==> src/rtl/core/assert_macros.svh <==
// ----------------------------------------------------------------------------
// assert_macros.svh
// Assertion shorthands shared by the partitioner RTL.
// ----------------------------------------------------------------------------
`ifndef ASSERT_MACROS_SVH
`define ASSERT_MACROS_SVH

// cond must hold at every clock edge out of reset
`define GBMC_ASSERT_ALWAYS(lbl, ck, rn, cond, msg) \
  lbl: assert property (@(posedge ck) disable iff (!rn) (cond)) \
    else $error(msg);

// same-cycle implication
`define GBMC_ASSERT_IMPL(lbl, ck, rn, ante, cons, msg) \
  lbl: assert property (@(posedge ck) disable iff (!rn) (ante) |-> (cons)) \
    else $error(msg);

// next-cycle implication
`define GBMC_ASSERT_NEXT(lbl, ck, rn, ante, cons, msg) \
  lbl: assert property (@(posedge ck) disable iff (!rn) (ante) |=> (cons)) \
    else $error(msg);

`endif

==> src/rtl/core/gbmc_pkg.sv <==
`timescale 1ns / 1ps
// ----------------------------------------------------------------------------
// gbmc_pkg
// Shared constants and controller/datapath interface types.
// ----------------------------------------------------------------------------
package gbmc_pkg;

  localparam int VW = 13;  // vertex field width
  localparam int WW = 32;  // edge weight width

  localparam logic [VW-1:0] VCOUNT_RST = 13'd2;

  // item kinds
  localparam logic [1:0] KIND_ADD   = 2'd0;
  localparam logic [1:0] KIND_PLACE = 2'd1;
  localparam logic [1:0] KIND_CLEAR = 2'd2;

  // result status
  localparam logic [1:0] STAT_PLACED  = 2'd0;
  localparam logic [1:0] STAT_ALREADY = 2'd1;
  localparam logic [1:0] STAT_RANGE   = 2'd2;

  // per-vertex side table codes
  localparam logic [1:0] SIDE_NONE = 2'd0;
  localparam logic [1:0] SIDE_0    = 2'd1;
  localparam logic [1:0] SIDE_1    = 2'd2;

  typedef struct packed {
    logic capture;      // latch item, read side of named vertex
    logic add_edge;     // store edge if valid and room
    logic clear_begin;  // zero edge count and side counts, restart sweep
    logic clear_step;   // write one side table entry to unplaced
    logic emit_oor;     // result: vertex out of range
    logic emit_placed;  // result: vertex already placed
    logic scan_begin;   // zero sums and scan pointer
    logic scan_issue;   // read next stored edge
    logic decide;       // choose side, update table and counts, result
  } gbmc_cmd_t;

  typedef struct packed {
    logic u_in_range;
    logic u_placed;
    logic edges_empty;
    logic scan_last;
    logic pipe_busy;
    logic clear_last;
  } gbmc_stat_t;

endpackage

==> src/rtl/core/gbmc_ctrl.sv <==
`timescale 1ns / 1ps
// ----------------------------------------------------------------------------
// gbmc_ctrl
// Sequencer: clearing sweep, edge load, lookup, edge scan and side decision.
// ----------------------------------------------------------------------------
`include "assert_macros.svh"

module gbmc_ctrl (
  input  logic                 clk,
  input  logic                 rst_n,
  input  logic                 start,
  input  logic [1:0]           in_kind,
  input  gbmc_pkg::gbmc_stat_t stat,
  output gbmc_pkg::gbmc_cmd_t  cmd,
  output logic                 busy
);

  localparam logic [2:0] S_IDLE   = 3'd0;
  localparam logic [2:0] S_CLEAR  = 3'd1;
  localparam logic [2:0] S_LOOK   = 3'd2;
  localparam logic [2:0] S_SCAN   = 3'd3;
  localparam logic [2:0] S_DRAIN  = 3'd4;
  localparam logic [2:0] S_DECIDE = 3'd5;

  logic [2:0] state_r;
  logic [2:0] state_nxt;

  always_comb begin
    state_nxt = state_r;
    cmd       = '0;
    case (state_r)
      S_IDLE: begin
        if (start) begin
          cmd.capture = 1'b1;
          case (in_kind)
            gbmc_pkg::KIND_ADD: begin
              cmd.add_edge = 1'b1;
            end
            gbmc_pkg::KIND_CLEAR: begin
              cmd.clear_begin = 1'b1;
              state_nxt       = S_CLEAR;
            end
            gbmc_pkg::KIND_PLACE: begin
              if (stat.u_in_range) begin
                state_nxt = S_LOOK;
              end else begin
                cmd.emit_oor = 1'b1;
              end
            end
            default: begin
            end
          endcase
        end
      end
      S_CLEAR: begin
        cmd.clear_step = 1'b1;
        if (stat.clear_last) begin
          state_nxt = S_IDLE;
        end
      end
      S_LOOK: begin
        if (stat.u_placed) begin
          cmd.emit_placed = 1'b1;
          state_nxt       = S_IDLE;
        end else begin
          cmd.scan_begin = 1'b1;
          state_nxt      = stat.edges_empty ? S_DRAIN : S_SCAN;
        end
      end
      S_SCAN: begin
        cmd.scan_issue = 1'b1;
        if (stat.scan_last) begin
          state_nxt = S_DRAIN;
        end
      end
      S_DRAIN: begin
        if (!stat.pipe_busy) begin
          state_nxt = S_DECIDE;
        end
      end
      S_DECIDE: begin
        cmd.decide = 1'b1;
        state_nxt  = S_IDLE;
      end
      default: begin
        state_nxt = S_IDLE;
      end
    endcase
  end

  // reset runs the side table clearing sweep first
  always_ff @(posedge clk) begin
    if (!rst_n) begin
      state_r <= S_CLEAR;
    end else begin
      state_r <= state_nxt;
    end
  end

  assign busy = (state_r != S_IDLE);

  `GBMC_ASSERT_ALWAYS(a_one_result, clk, rst_n,
    $onehot0({cmd.emit_oor, cmd.emit_placed, cmd.decide}),
    "gbmc_ctrl: more than one result source in a cycle")
  `GBMC_ASSERT_IMPL(a_scan_has_edges, clk, rst_n,
    state_r == S_SCAN, !stat.edges_empty,
    "gbmc_ctrl: scanning an empty edge store")

endmodule

==> config.mk <==
export PLATFORM = sky130hd
export DESIGN_NAME = gbmc_ctrl
export DESIGN_NICKNAME = d
export VERILOG_FILES = /design/src/rtl/core/gbmc_pkg.sv /design/src/rtl/core/gbmc_ctrl.sv
export VERILOG_INCLUDE_DIRS = /design/src /design/src/rtl/core
export SDC_FILE = /design/constraint.sdc
export NUM_CORES = 1
export LEC_CHECK = 0
export BUFFER_PORTS_ARGS = -buffer_cell sky130_fd_sc_hd__buf_2
export CAP_MARGIN = 20
export CORE_AREA = 10 10 47 49
export DETAILED_ROUTE_END_ITERATION = 8
export DIE_AREA = 0 0 57 59
export GPL_ROUTABILITY_DRIVEN = 0
export PLACE_DENSITY = 0.52
export SYNTH_ARGS = -nofsm -noshare
export SYNTH_HDL_FRONTEND = slang
export SYNTH_SLANG_ARGS = --single-unit
==> constraint.sdc <==
create_clock -name clk -period 1.5 [get_ports clk]
set_clock_uncertainty 0.05 [all_clocks]
set_input_delay 0.15 -clock clk [delete_from_list [all_inputs] [get_ports clk]]
set_output_delay 0.15 -clock clk [all_outputs]
set_load 0.1 [all_outputs]
==> run_results.csv <==
group,metric,value,unit
sta,setup_viol,2,
grt,grt_pass1_vias,431,
route,wirelength,1.214,mm
floorplan,die-area,0.003363,mm2
grt,overflow,0,
yosys,avgSynthCellArea,6.866,um2
sta,report.final.slew_viol_count,0,
sta,worstMarginPinSlew,0.3051,ns
place,place_ws,0.05632,ns
place,port_buffers,20,
sta,finalHoldViolations,0,
sta,timing.fmax,645.2,MHz
route,drtAntennaViolNets,0,
layout,largest_reg_flops,3,
yosys,synth_area_leaders,"dfxtp_1 21%, nor2_1 8.0%, and3_2 5.3%",
critical_path,endpoint_kind,"output pin",
grt,grt_use_total,7.443,%
place,dpl.hpwl,887.7,um
yosys,synth_nets,52,
floorplan,coreArea,0.001401,mm2
clock_tree,root_buffer,"clkbuf_4",
route,wl_per_cell,14.12,um
hold_path,hold_class,"input port to flip-flop",
floorplan,fp.dieW,57,um
layout,drive_gt1_share,64.29,%
critical_path,worstPathCellList,"nor2_4, nand3b_1, buf_6, clkinvlp_4, and3_4, buf_12",
floorplan,rows,14,
critical_path,path_buf_inv,3,
grt,antenna_found_initial,0,
route,num_vias,427,
yosys,yosysMostFrequentCell,"nor2_1",
sta,setup_tns,-0.07724,ns
layout,fillers,140,
route,viasPerCell,4.965,
yosys,ys_types,23,
critical_path,cp_slowest_stage_delay,0.35,ns
yosys,synth_area,281.5,um2
yosys,ys_ff_latch,3,
status,violations,"setup timing",
place,dp_cells,78,
floorplan,start_util,20.09,%
clock_tree,cts_buffers,3,
route,drt_iter0_drc,7,
yosys,synth-edff-count,0,
status,outcome,"finished, violations left",
critical_path,crit_type,"flip-flop to output pin",
power_and_ir_drop,finalPower,465.2,uW
sta,period_minus_slack,1.550,ns
clock_tree,cts.sinks,3,
floorplan,die_h,59,um
layout,largestRegisters,"state_r: 3 flops",
yosys,synth-seq-area-share,21.33,%
critical_path,cp.arrival,1.35,ns
yosys,synth-xor-area-share,0,%
clock_tree,tritoncts,"built",
yosys,synth_mux_area_share,0,%
layout,area_growth,135.6,%
sta,post-route-period-util,103.3,%
layout,instances_no_fill,86,
power_and_ir_drop,power_density,701.5,mW/mm2
grt,grt_start_max_net_pins,8,
clock_tree,cts_buffer_depth,2,
yosys,synthAdderAreaFrac,0,%
power_and_ir_drop,p_leak,0.2903,nW
power_and_ir_drop,max-vdd-ir-drop,0.0002464,V
critical_path,worst_path_max_delay_cell,"dfxtp_4",
critical_path,crit_family,"simple AND/OR/NAND/NOR gates",
sta,max_slew_margin,79.77,%
sta,whs,0.1063,ns
floorplan,io_pins,21,
layout,diodes,0,
yosys,synth-main-ff-cell,"dfxtp_1",
yosys,syn_inst,41,
yosys,yosys.area_share.simple,48.44,%
yosys,synth_top_cells_by_count,"6 x nor2_1, 4 x nand2_1, 3 x dfxtp_1, 3 x inv_1",
route,drt_first_pass_iters,4,
yosys,synth_top_cell_by_area,"dfxtp_1",
grt,grt_first_pass_wirelength,1.925,mm
clock_tree,clock_latency,0.24,ns
critical_path,required,1.30,ns
yosys,yosysWarnings,0,
route,drc_errors,0,
run,cap_viol_max_count,0,
sta,rsz0062_at_grt,"yes",
clock_tree,hold_buffers,0,
sta,setup_slack,-0.04994,ns
yosys,synth_top_family_by_area,"simple AND/OR/NAND/NOR gates",
yosys,synth-compound-area-share,22.22,%
critical_path,cp-start-kind,"flip-flop",
clock_tree,htreeDepth,1,
clock_tree,clk_pin_slew,0.04,ns
critical_path,worstPathMaxFanout,4,
yosys,synth_top_area_share,21.33,%
layout,top_register,"state_r",
layout,final_nets,82,
yosys,synthArstFlopShare,0,%
[cells in the final DEF, fill, tap and decap left out, types with 2 or more instances in the layout]
| cell type | n |
|---|---|
| buf_6 | 2 |
| nand4_1 | 2 |
| clkbuf_4 | 4 |
| nor2b_1 | 2 |
| buf_4 | 5 |
| and3_4 | 2 |
| inv_1 | 2 |
| nor3_4 | 2 |
| nor2_1 | 3 |
| dfxtp_4 | 2 |
| buf_2 | 10 |
| nor2_2 | 2 |
| buf_12 | 8 |
| o21ai_0 | 2 |
| nand2_1 | 3 |
| nor2_4 | 2 |
[what timing repair did]
| item | CTS | global route |
|---|---|---|
| resized for setup | 6 | 4 |
| setup endpoints to repair | 5 | 8 |
| pin swaps | 2 | 3 |
| buffers inserted | 5 | 0 |
| cloned | 0 | 0 |
[layout make-up]
type	count	area [um2]	share of cell area, %
multi-input cells	34	255.2	38.49
flip-flops and latches	3	68.82	10.38
clock buffers	4	26.28	3.962
well taps	16	20.02	3.019
repair buffers	26	277.8	41.89
inverters	3	15.01	2.264
[final timing paths]
check                                start          to  slack [ns]  depth (start not counted)
worst max-delay path            state_r[0]      cmd[6]       -0.05                          6
worst min register to register  state_r[2]  state_r[2]        0.46                          2
worst min-delay path                 rst_n  state_r[1]        0.11                          2
worst max register to register  state_r[1]  state_r[1]        0.20                          5
[through the flow]
step / util [%] / cell area (um2)
after floorplan: - / 329.1
after global placement: 40.89 / 573.1
after CTS: 46.88 / 656.9
after detailed placement: 40.89 / 573.1
after global routing: 47.32 / 663.1
final: 47.32 / 663.1
[logic make-up (layout without fill, tap and decap cells)]
family | count (synthesis) | after routing
DFF | 3 | 3
AOI/OAI and AO/OA | 9 | 9
buffers and inverters | 4 | 33
and+or+nand+nor | 25 | 25
[power breakdown]
group / internal (mW) / leakage, nW / switching (mW)
Combinational: 0.0825 / 0.249 / 0.142
Clock: 0.100 / 0.0150 / 0.0501
Sequential: 0.0833 / 0.0260 / 0.00697
Total: 0.266 / 0.290 / 0.199
[metal layers]
metal | wire length (um) | vias up | track usage [%]
li1 | - | 209 | -
met1 | 500 | 179 | 7.867
met2 | 514 | 32 | 9.612
met3 | 136 | 7 | 4.292
met4 | 63 | 0 | 8.054
met5 | 0 | - | 0
(Power assumes the default switching activity.)
